==> config.mk <==
export PLATFORM = sky130hd
export DESIGN_NAME = fake_cia_timer_with_random_reads_core
export DESIGN_NICKNAME = d
export VERILOG_FILES = /design/src/fctimer_pkg.sv /design/src/fctimer_timer.sv /design/src/fctimer_regs.sv /design/src/fake_cia_timer_with_random_reads_core.sv
export VERILOG_INCLUDE_DIRS = /design/src /design/src/src
export SDC_FILE = /design/constraint.sdc
export NUM_CORES = 1
export LEC_CHECK = 0
export BUFFER_PORTS_ARGS = -buffer_cell sky130_fd_sc_hd__buf_2
export CAP_MARGIN = 20
export CORE_ASPECT_RATIO = 0.8
export CORE_MARGIN = 4
export CORE_UTILIZATION = 55
export CTS_BUF_LIST = sky130_fd_sc_hd__clkbuf_16
export DETAILED_ROUTE_END_ITERATION = 12
export PLACE_DENSITY = 0.81
export SLEW_MARGIN = 20
export SYNTH_ARGS = -nofsm -noshare
export SYNTH_HDL_FRONTEND = slang
export SYNTH_HIERARCHICAL = 1
export SYNTH_SLANG_ARGS = --single-unit
==> constraint.sdc <==
create_clock -name clk -period 2.7 [get_ports clk]
set_input_delay 0.405 -clock clk [delete_from_list [all_inputs] [get_ports clk]]
set_output_delay 0.405 -clock clk [all_outputs]
set_load 0.005 [all_outputs]
==> src/fake_cia_timer_with_random_reads_core_assert.svh <==
// Assertion macros shared by the timer core RTL.
`ifndef FAKE_CIA_TIMER_WITH_RANDOM_READS_CORE_ASSERT_SVH
`define FAKE_CIA_TIMER_WITH_RANDOM_READS_CORE_ASSERT_SVH

// Same-cycle implication, sampled on clk, off during reset
`define FCT_ASSERT_NOW(label, ante, cons, msg) \
	label: assert property (@(posedge clk) disable iff (!arst_n) (ante) |-> (cons)) \
		else $error(msg);

// Next-cycle implication, sampled on clk, off during reset
`define FCT_ASSERT_NEXT(label, ante, cons, msg) \
	label: assert property (@(posedge clk) disable iff (!arst_n) (ante) |=> (cons)) \
		else $error(msg);

`endif

==> src/fctimer_pkg.sv <==
// Package: shared types and constants of the timer core.
`default_nettype none
package fctimer_pkg;

	// Item kinds
	typedef enum logic [1:0] {
		CMD_TICK  = 2'd0,
		CMD_READ  = 2'd1,
		CMD_WRITE = 2'd2
	} cmd_t;

	// Configuration register indexes
	typedef enum logic [1:0] {
		CFG_LOCK_TIMER  = 2'd0,
		CFG_RESET_COUNT = 2'd1,
		CFG_RANDOM_SEED = 2'd2
	} cfg_idx_t;

	localparam logic [7:0]  ADDR_TIMER_LO   = 8'h04;
	localparam logic [7:0]  ADDR_TIMER_HI   = 8'h05;
	localparam logic [7:0]  ADDR_CONTROL    = 8'h0e;
	localparam int unsigned CTRL_START_BIT  = 0;
	localparam int unsigned CTRL_FORCE_BIT  = 4;
	localparam logic [7:0]  CTRL_FORCE_MASK = 8'h10;
	localparam logic [15:0] LCG_MUL         = 16'd13;
	localparam logic [15:0] LCG_INC         = 16'd1;
	localparam logic [15:0] RESET_COUNT_DEF = 16'hffff;
	localparam logic [15:0] RANDOM_SEED_DEF = 16'h0000;

	// One item on its way from the input stage into the state
	typedef struct packed {
		logic       fire;
		cmd_t       cmd;
		logic [7:0] addr;
		logic [7:0] data;
	} op_t;

	// One configuration write
	typedef struct packed {
		logic        fire;
		logic [1:0]  index;
		logic [15:0] value;
	} cfg_t;

endpackage
`default_nettype wire

==> src/fctimer_timer.sv <==
// Timer A: down counter, reload latch, control byte and arm flag.
`default_nettype none
`include "fake_cia_timer_with_random_reads_core_assert.svh"
module fctimer_timer (
	input  wire logic               clk,
	input  wire logic               arst_n,
	input  wire fctimer_pkg::op_t   op,
	input  wire fctimer_pkg::cfg_t  cfg,
	output logic                    irq
);

	logic        lock_q;
	logic [15:0] cnt_q, cnt_d;
	logic [15:0] latch_q, latch_d;
	logic [7:0]  ctrl_q, ctrl_d;
	logic        armed_q, armed_d;
	logic [15:0] latch_hi;

	// Latch with the written byte ORed into its high half
	assign latch_hi = latch_q | {op.data, 8'h00};

	// Next timer state for the item being retired
	always_comb begin
		cnt_d   = cnt_q;
		latch_d = latch_q;
		ctrl_d  = ctrl_q;
		armed_d = armed_q;
		irq     = 1'b0;
		if (cfg.fire && cfg.index == fctimer_pkg::CFG_RESET_COUNT) begin
			cnt_d   = cfg.value;
			latch_d = cfg.value;
		end else if (op.fire) begin
			unique case (op.cmd)
				fctimer_pkg::CMD_TICK: begin
					if (armed_q && cnt_q == 16'h0000) begin
						cnt_d = latch_q;
						irq   = 1'b1;
					end else begin
						cnt_d = cnt_q - 16'd1;
					end
				end
				fctimer_pkg::CMD_WRITE: begin
					if (!lock_q) begin
						case (op.addr)
							fctimer_pkg::ADDR_TIMER_LO: begin
								latch_d = {8'h00, op.data};
							end
							fctimer_pkg::ADDR_TIMER_HI: begin
								latch_d = latch_hi;
								if (ctrl_q[fctimer_pkg::CTRL_START_BIT])
									cnt_d = latch_hi;
							end
							fctimer_pkg::ADDR_CONTROL: begin
								// force load is a strobe, never kept in the control byte
								ctrl_d = op.data & ~fctimer_pkg::CTRL_FORCE_MASK;
								if (op.data[fctimer_pkg::CTRL_FORCE_BIT])
									cnt_d = latch_q;
								armed_d = 1'b1;
							end
							default: ;
						endcase
					end
				end
				default: ;
			endcase
		end
	end

	// Timer state registers
	always_ff @(posedge clk or negedge arst_n) begin
		if (!arst_n) begin
			lock_q  <= 1'b0;
			cnt_q   <= fctimer_pkg::RESET_COUNT_DEF;
			latch_q <= fctimer_pkg::RESET_COUNT_DEF;
			ctrl_q  <= 8'h00;
			armed_q <= 1'b0;
		end else begin
			if (cfg.fire && cfg.index == fctimer_pkg::CFG_LOCK_TIMER)
				lock_q <= cfg.value[0];
			cnt_q   <= cnt_d;
			latch_q <= latch_d;
			ctrl_q  <= ctrl_d;
			armed_q <= armed_d;
		end
	end

	`FCT_ASSERT_NOW(a_irq_needs_arm, !armed_q, !irq, "irq from an unarmed timer")
	`FCT_ASSERT_NOW(a_force_cleared, 1'b1, !ctrl_q[fctimer_pkg::CTRL_FORCE_BIT],
		"force load bit kept in control byte")

endmodule
`default_nettype wire

==> src/fctimer_regs.sv <==
// Register file and pseudo-random read generator.
`default_nettype none
module fctimer_regs (
	input  wire logic               clk,
	input  wire logic               arst_n,
	input  wire fctimer_pkg::op_t   op,
	input  wire fctimer_pkg::cfg_t  cfg,
	output logic [7:0]              read_data
);

	logic [7:0]  rf_q [16];
	logic [15:0] rnd_q;
	logic [15:0] rnd_next;
	logic        in_range;
	logic        is_rnd_addr;
	logic        do_read;

	assign in_range    = (op.addr[7:4] == 4'h0);
	assign is_rnd_addr = (op.addr == fctimer_pkg::ADDR_TIMER_LO) ||
		(op.addr == fctimer_pkg::ADDR_TIMER_HI);
	assign do_read     = op.fire && op.cmd == fctimer_pkg::CMD_READ;
	assign rnd_next    = rnd_q * fctimer_pkg::LCG_MUL + fctimer_pkg::LCG_INC;

	// Read data: generator bits at timer addresses, else the stored byte; zero unless in-range read
	always_comb begin
		read_data = 8'h00;
		if (do_read && in_range) begin
			if (is_rnd_addr)
				read_data = {3'b000, rnd_next[7:3]};
			else
				read_data = rf_q[op.addr[3:0]];
		end
	end

	// Stored bytes
	always_ff @(posedge clk or negedge arst_n) begin
		if (!arst_n) begin
			for (int i = 0; i < 16; i++)
				rf_q[i] <= 8'h00;
		end else if (op.fire && op.cmd == fctimer_pkg::CMD_WRITE && in_range) begin
			rf_q[op.addr[3:0]] <= op.data;
		end
	end

	// Generator word: seeded by configuration, stepped by timer-address reads
	always_ff @(posedge clk or negedge arst_n) begin
		if (!arst_n) begin
			rnd_q <= fctimer_pkg::RANDOM_SEED_DEF;
		end else if (cfg.fire && cfg.index == fctimer_pkg::CFG_RANDOM_SEED) begin
			rnd_q <= cfg.value;
		end else if (do_read && in_range && is_rnd_addr) begin
			rnd_q <= rnd_next;
		end
	end

endmodule
`default_nettype wire

==> src/fake_cia_timer_with_random_reads_core.sv <==
// Top level: input stage, timer and register file, result register.
// The core takes one item (tick, register read or register write) per clock and
// returns one result for each. An item is captured in the input stage; when it
// retires, it updates the timer and register state and its result is loaded into
// the output register, from which the result is presented until it is taken. One
// item a cycle is sustained as long as results are taken; a held result stalls the
// input stage. The configuration port is always ready and is meant to be written
// only while no item is in flight.
`default_nettype none
`include "fake_cia_timer_with_random_reads_core_assert.svh"
module fake_cia_timer_with_random_reads_core (
	input  wire logic        clk,
	input  wire logic        arst_n,
	// input items
	input  wire logic        s_tvalid,
	output logic             s_tready,
	input  wire logic [15:0] s_tdata,   // [7:0] addr, [15:8] data
	input  wire logic [1:0]  s_tuser,   // [1:0] cmd
	// results
	output logic             m_tvalid,
	input  wire logic        m_tready,
	output logic [15:0]      m_tdata,   // [7:0] read_data, [8] irq_pulse, [15:9] zero
	// configuration writes
	input  wire logic        cfg_valid,
	output logic             cfg_ready,
	input  wire logic [1:0]  cfg_index,
	input  wire logic [15:0] cfg_data
);

	logic                valid_s1;
	fctimer_pkg::cmd_t   cmd_s1;
	logic [7:0]          addr_s1;
	logic [7:0]          data_s1;
	logic                advance;
	logic                out_valid_q;
	logic [7:0]          rdata_q;
	logic                irq_q;
	logic [7:0]          rdata;
	logic                irq;
	fctimer_pkg::op_t    op;
	fctimer_pkg::cfg_t   cfg;

	// Item retires when the result register is free or being drained
	assign advance   = valid_s1 && (!out_valid_q || m_tready);
	assign s_tready  = !valid_s1 || advance;
	assign cfg_ready = 1'b1;

	assign op.fire  = advance;
	assign op.cmd   = cmd_s1;
	assign op.addr  = addr_s1;
	assign op.data  = data_s1;

	assign cfg.fire  = cfg_valid;
	assign cfg.index = cfg_index;
	assign cfg.value = cfg_data;

	// Input stage
	always_ff @(posedge clk or negedge arst_n) begin
		if (!arst_n)
			valid_s1 <= 1'b0;
		else if (s_tready)
			valid_s1 <= s_tvalid;
	end

	always_ff @(posedge clk) begin
		if (s_tready && s_tvalid) begin
			cmd_s1  <= fctimer_pkg::cmd_t'(s_tuser);
			addr_s1 <= s_tdata[7:0];
			data_s1 <= s_tdata[15:8];
		end
	end

	fctimer_timer u_timer (
		.clk    (clk),
		.arst_n (arst_n),
		.op     (op),
		.cfg    (cfg),
		.irq    (irq)
	);

	fctimer_regs u_regs (
		.clk       (clk),
		.arst_n    (arst_n),
		.op        (op),
		.cfg       (cfg),
		.read_data (rdata)
	);

	// Result register
	always_ff @(posedge clk or negedge arst_n) begin
		if (!arst_n)
			out_valid_q <= 1'b0;
		else if (advance)
			out_valid_q <= 1'b1;
		else if (m_tready)
			out_valid_q <= 1'b0;
	end

	always_ff @(posedge clk) begin
		if (advance) begin
			rdata_q <= rdata;
			irq_q   <= irq;
		end
	end

	assign m_tvalid = out_valid_q;
	assign m_tdata  = {7'b0000000, irq_q, rdata_q};

	`FCT_ASSERT_NOW(a_irq_no_data, m_tvalid && m_tdata[8], m_tdata[7:0] == 8'h00,
		"irq result carries read data")
	`FCT_ASSERT_NOW(a_stall_blocks, valid_s1 && m_tvalid && !m_tready, !s_tready,
		"input taken while result held and stage full")
	`FCT_ASSERT_NEXT(a_retire_shows, advance, m_tvalid, "retired item left no result")

endmodule
`default_nettype wire
==> flow_summary.yaml, run 1 <==
outcome:
  status: "complete, no violations"
run:
  timing.max_cap.violations: 0
synth:
  yosysWarningCount: 6
  synth_adder_area_share_pct: 2.08
  synth_cell_types: 72
  netlist_instances: 732
  synth_top_family_by_area: "multiplexers"
  ys_seq_area_share_pct: 52.2
  synthMuxAreaShare_pct: 23.8
  synth_edf_count: 27
  synth_xor_area_share_pct: 1.76
  synth_compound_area_share_pct: 7.28
  yosys_register_bits: 196
  yosys_most_used_dff: "dfrtp_1"
  syn_area_um2: 9740
  synthSimpleGateAreaFrac_pct: 9.33
  syn-mean-instance-area_um2: 13.3
  synthArstFlopShare_pct: 86.2
pwr:
  p_leak_nw: 5.10
  vdd_drop_max_mv: 0.463
  p_per_area_nw_per_um2: 647
  p_total_mw: 7.25
timing:
  rsz0062_at_grt: "yes"
  finalCritPeriodShare_pct: 96.6
  max_slew_margin_pct: 43.2
  slew_violations: 0
  period_needed_ns: 2.61
  fmax_ghz: 0.383
  worst_slew_pin_slew_ns: 0.848
  hold_ws_ns: 0.136
  fin_skew_ns: 0.0137
  report.final.hold_viol_count: 0
  setup_ws_ns: 0.0907
  setup_violations: 0
global_route:
  first_global_vias: 6785
  grt_pass1_wl_um: 37900
  grt_max_degree: 65
  overflow: 0
  antenna_found_initial: 0
  grt_usage_pct: 24.7
place:
  placed_cell_area_um2: 10500
  portBuffers: 51
  pre_cts_ws_ns: -0.0154
  place_inst: 1020
  gpl.final_weighted_congestion: 0.977
  hpwlAfterDp_um: 16500
floorplanning:
  core_um2: 17400
  start_util_pct: 56.0
  die-area_um2: 19900
  placementRows: 43
  pin_count: 60
  die_h_um: 127
  die_x_um: 157
final_layout:
  drive_above_1_share_pct: 44.7
  area_growth_pct: 15.1
  layout.cells.most_common_list: "dfrtp_1, mux2_2, buf_4"
  nets: 875
  mostFrequentLayoutCell: "dfrtp_1"
  diodes: 0
  fin_area_um2: 11200
  instances_no_fill: 1057
detailed_routing:
  drc: 0
  drt_iter0_markers: 709
  first_pass_iters: 5
  vias: 6574
  wirelength_um: 23600
  ant_nets: 0
  avgViaCountPerCell: 6.22
  wire_per_inst_um: 22.4
setup_path:
  cp-startpoint: "u_regs/rnd_q[1]$_DFFE_PN0P_"
  worstSetupPathType: "flip-flop to flip-flop"
  r2r_start: "u_regs/rnd_q[1]$_DFFE_PN0P_"
  startpoint_type: "flip-flop"
  end_kind: "flip-flop"
  critPathRequiredTime_ns: 2.88
  crit_arrival_ns: 2.79
  crit_fanout: 4
cts:
  cts_tree: "yes"
  clock_latency_ns: 0.44
  htreeDepth: 4
  numCtsBuffers: 17
  clk_pin_slew_ns: 0.08
  cts_buffer_depth: 2
  clock_sinks: 196
  root_buffer: "clkbuf_16"
hold_path:
  hold_path.class: "input pin to flip-flop"
  hold_start: "s_tdata[14]"
power by group:
| group | leakage, nW | internal (mW) | total [mW] | switching [mW] |
|---|---|---|---|---|
| Clock | 0.275 | 1.28 | 2.41 | 1.13 |
| Combinational | 2.34 | 0.637 | 1.34 | 0.708 |
| Sequential | 2.48 | 3.26 | 3.49 | 0.229 |
metrics by stage:
| stage | utilization, % | TNS, ns |
|---|---|---|
| 5_1_grt | 64.5 | -0.0696 |
| 3_3_place_gp | 60.5 | -0.0372 |
| 6_report | 64.5 | 0 |
| 2_1_floorplan | - | 0 |
| 3_5_place_dp | 60.5 | -0.0154 |
| 4_1_cts | 63.9 | 0 |
path summary, 6_finish.rpt:
path                                                   endpoint  slack (ns)  cells past startpoint
worst min register to register      u_timer/armed_q$_DFFE_PN0P_        0.50                      1
worst max-delay path                       rdata_q[4]$_DFFE_PP_        0.09                     10
worst max register to register             rdata_q[4]$_DFFE_PP_        0.09                     10
worst min-delay path                       data_s1[6]$_DFFE_PP_        0.14                      1
min in group asynchronous                  valid_s1$_DFFE_PN0P_        0.47                      2
max in group asynchronous       u_timer/latch_q[14]$_DFFE_PN1P_        1.53                      3
cell type report:
cell class              count  area [µm²]
fillers                  1242        6170
flip-flops and latches    196        5080
multi-input cells         467        4440
repair buffers            108         742
clock buffers              17         425
well taps                 225         282
clock inverters            15         131
inverters                  29         109
worst max-delay path: stages, from the launching register on:
cell	delay (ns)
dfrtp_1	0.42
ha_1	0.35
xor2_1	0.18
ha_1	0.32
ha_4	0.31
nor3_4	0.05
a2111oi_4	0.30
buf_4	0.17
nor3_1	0.05
o21ai_1	0.14
nand2_1	0.07
synthesized netlist by cell type (all sizes together) (3+ instances only):
cell type | instances | area [µm²]
nor4 | 5 | 43.8
and3 | 5 | 31.3
edfxtp | 27 | 811
nor2b | 7 | 43.8
a21o | 3 | 22.5
or2 | 3 | 18.8
buf | 27 | 158
dfstp | 32 | 841
nor2 | 42 | 188
xnor2 | 9 | 78.8
clkbuf | 19 | 71.3
a211oi | 11 | 87.6
and2 | 6 | 40.0
nand3b | 5 | 53.8
dfrtp | 137 | 3430
a31oi | 7 | 43.8
mux2 | 130 | 1460
mux2i | 7 | 70.1
a221o | 6 | 60.1
a21oi | 15 | 78.8
a222oi | 13 | 130
nand2b | 12 | 75.1
nor3 | 20 | 148
o221ai | 3 | 26.3
nand3 | 5 | 25.0
ha | 13 | 163
nand2 | 35 | 131
or3 | 4 | 25.0
inv | 29 | 109
mux4 | 35 | 788
o21ai | 17 | 85.1
xor2 | 8 | 70.1
flip-flops by register name, summed over array words and instances (netlist names):
register         count
addr_s1              8
cmd_s1               2
data_s1              8
irq_q                1
m_tvalid             1
rdata_q              8
u_regs/rf_q        124
u_regs/rnd_q         8
u_timer/armed_q      1
u_timer/cnt_q       16
u_timer/ctrl_q       1
u_timer/latch_q     16
u_timer/lock_q       1
valid_s1             1
kinds of logic (layout without fill, tap and decap cells):
group,count (synthesis),count (layout)
flops,196,196
mux,172,172
simple gates,158,158
compound gates,96,96
buf+inv,75,169
xor+xnor,18,18
fa+ha+maj,15,15
other cells,2,8
metal layers:
| layer | wire length, µm | vias to the layer above | global-route usage [%] |
|---|---|---|---|
| met2 | 10800 | 269 | 36.1 |
| met5 | 0 | - | 0 |
| li1 | - | 2869 | - |
| met1 | 10500 | 3405 | 36.8 |
| met4 | 369 | 0 | 6.73 |
| met3 | 1920 | 31 | 6.94 |
timing repair:
action / 4_1_cts / 5_1_grt
endpoints found under the hold margin: 19 / 0
pin swaps: 1 / 4
hold buffers: 1 / 0
endpoints found under the setup margin: 1 / 6
resized for setup: 4 / 13
buffers inserted: 0 / 4
Power figures use the tool's default switching activity.
==> inputs of run 2 (changes only) <==
- CORE_ASPECT_RATIO: 0.8 -> unset
==> flow_summary.yaml, run 2 (synthesis results as in run 1) <==
outcome:
  status: "complete, no violations"
final_layout:
  drive_above_1_share_pct: 44.1
  area_growth_pct: 13.8
  layout.cells.most_common_list: "dfrtp_1, mux2_2, buf_2"
  regArea_um2: 5080
  fin_area_um2: 11100
  multi_input_area_um2: 4410
  nets: 862
  largest_reg_flops: 124
  fillers: 1275
  diodes: 0
  mostFrequentLayoutCell: "dfrtp_1"
  regMostFlops: "u_regs/rf_q"
  reg_top3: "u_regs/rf_q x124, u_timer/cnt_q x16, u_timer/latch_q x16"
cts:
  clk_pin_slew_ns: 0.07
  cts_tree: "yes"
  clock_latency_ns: 0.43
  numCtsBuffers: 17
  holdBufCountCts: 0
  root_buffer: "clkbuf_16"
  clock_sinks: 196
  htreeDepth: 4
  cts_buffer_depth: 2
global_route:
  grt_pass1_wl_um: 38100
  grt_max_degree: 77
  first_global_vias: 6929
  grt_usage_pct: 24.7
  antenna_found_initial: 0
  overflow: 0
floorplanning:
  die_x_um: 141
  die-area_um2: 19900
  pin_count: 60
  core_um2: 17300
  die_h_um: 141
  placementRows: 48
  start_util_pct: 56.3
timing:
  setup_violations: 0
  worst_slew_pin_slew_ns: 0.991
  rsz0062_at_grt: "yes"
  report.final.hold_viol_count: 0
  period_needed_ns: 2.64
  fmax_ghz: 0.379
  setup_ws_ns: 0.0633
  fin_skew_ns: 0.0102
  max_slew_margin_pct: 34.0
  finalCritPeriodShare_pct: 97.7
  slew_violations: 0
  fin_setup_tns_ns: 0
setup_path:
  cp-endpoint: "rdata_q[4]$_DFFE_PP_"
  crit_fanout: 3
  regToRegEndpoint: "rdata_q[4]$_DFFE_PP_"
  r2r_slack_ns: 0.06
  cp-startpoint: "u_regs/rnd_q[2]$_DFFE_PN0P_"
  r2r_start: "u_regs/rnd_q[2]$_DFFE_PN0P_"
  worstSetupPathType: "flip-flop to flip-flop"
  end_kind: "flip-flop"
  startpoint_type: "flip-flop"
  critPathRequiredTime_ns: 2.88
  crit_arrival_ns: 2.82
  r2r_cells: 11
pwr:
  p_per_area_nw_per_um2: 643
  p_total_mw: 7.13
  vdd_drop_max_mv: 0.528
  p_leak_nw: 5.05
detailed_routing:
  wire_per_inst_um: 22.6
  vias: 6460
  drt_iter0_markers: 598
  ant_nets: 0
  drc: 0
  first_pass_iters: 6
  wirelength_um: 23600
  avgViaCountPerCell: 6.19
hold_path:
  hold_path.class: "input pin to async pin"
place:
  pre_cts_ws_ns: 0.00209
  hpwlAfterDp_um: 15900
  placed_cell_area_um2: 10400
  gpl.final_weighted_congestion: 0.898
  portBuffers: 51
run:
  timing.max_cap.violations: 0
[run 2: cell count changes in the layout (fill, tap and decap cells not counted), moves of 2 or more]
cell / before / now
nor3_2: 5 / 8
nor3_4: 4 / 2
ha_4: 4 / 2
buf_4: 52 / 40
inv_6: 5 / 3
clkinvlp_4: 2 / 0
clkinv_4: 3 / 1
clkinv_2: 1 / 5
[run 2: power by group]
group	switching (mW)	internal (mW)
sequential	0.227	3.26
clock	1.10	1.36
combinational	0.635	0.546
total	1.96	5.16
[run 2: worst min-delay path by stage]
| stage | from | endpoint | slack, ns | cells after the start |
|---|---|---|---|---|
| floorplan | arst_n | m_tvalid$_DFFE_PN0P_ | 0.11 | 0 |
| global placement | u_timer/armed_q$_DFFE_PN0P_ | u_timer/armed_q$_DFFE_PN0P_ | 0.46 | 1 |
| global route | arst_n | valid_s1$_DFFE_PN0P_ | 0.04 | 1 |
| CTS | arst_n | m_tvalid$_DFFE_PN0P_ | 0.03 | 1 |
| detailed placement | u_timer/armed_q$_DFFE_PN0P_ | u_timer/armed_q$_DFFE_PN0P_ | 0.47 | 1 |
| finish | arst_n | valid_s1$_DFFE_PN0P_ | 0.002 | 1 |
[run 2: final cells by class]
cell class	instances	share of cell area, %
Clock buffer	17	3.84
Clock inverter	15	1.24
Inverter	29	0.982
Multi-Input combinational cell	467	39.8
Sequential cell	196	45.8
Tap cell	225	2.54
Timing Repair Buffer	95	5.79
[run 2: what timing repair did]
item,4_1_cts,5_1_grt
setup endpoints to repair,1,6
gates resized for setup,1,13
pin swaps,1,6
setup buffers,0,1
[run 2: worst max-delay path, stage by stage, from the launching register on]
cell       delay, ns
dfrtp_1         0.41
buf_4           0.15
ha_4            0.26
xor2_1          0.14
ha_2            0.30
ha_1            0.36
nor3_2          0.20
a2111oi_2       0.06
buf_4           0.15
o21a_1          0.17
o21ai_1         0.12
nand2_1         0.07
[run 2: layer usage]
| layer | vias up | routed length (µm) | GRT usage [%] |
|---|---|---|---|
| li1 | 2850 | - | - |
| met5 | - | 0 | 0 |
| met4 | 0 | 521 | 8.26 |
| met2 | 257 | 11600 | 39.4 |
| met1 | 3314 | 10100 | 34.5 |
| met3 | 39 | 1370 | 4.58 |
[run 2: per-stage QoR]
step | hold WS (ns) | util, % | instances
floorplan | 0.109 | - | 738
finish | 0.00159 | 64.1 | 1044
CTS | 0.0316 | 63.7 | 1043
global placement | 0.461 | 60.4 | 1011
global route | 0.0435 | 64.1 | 1044
detailed placement | 0.471 | 60.4 | 1011
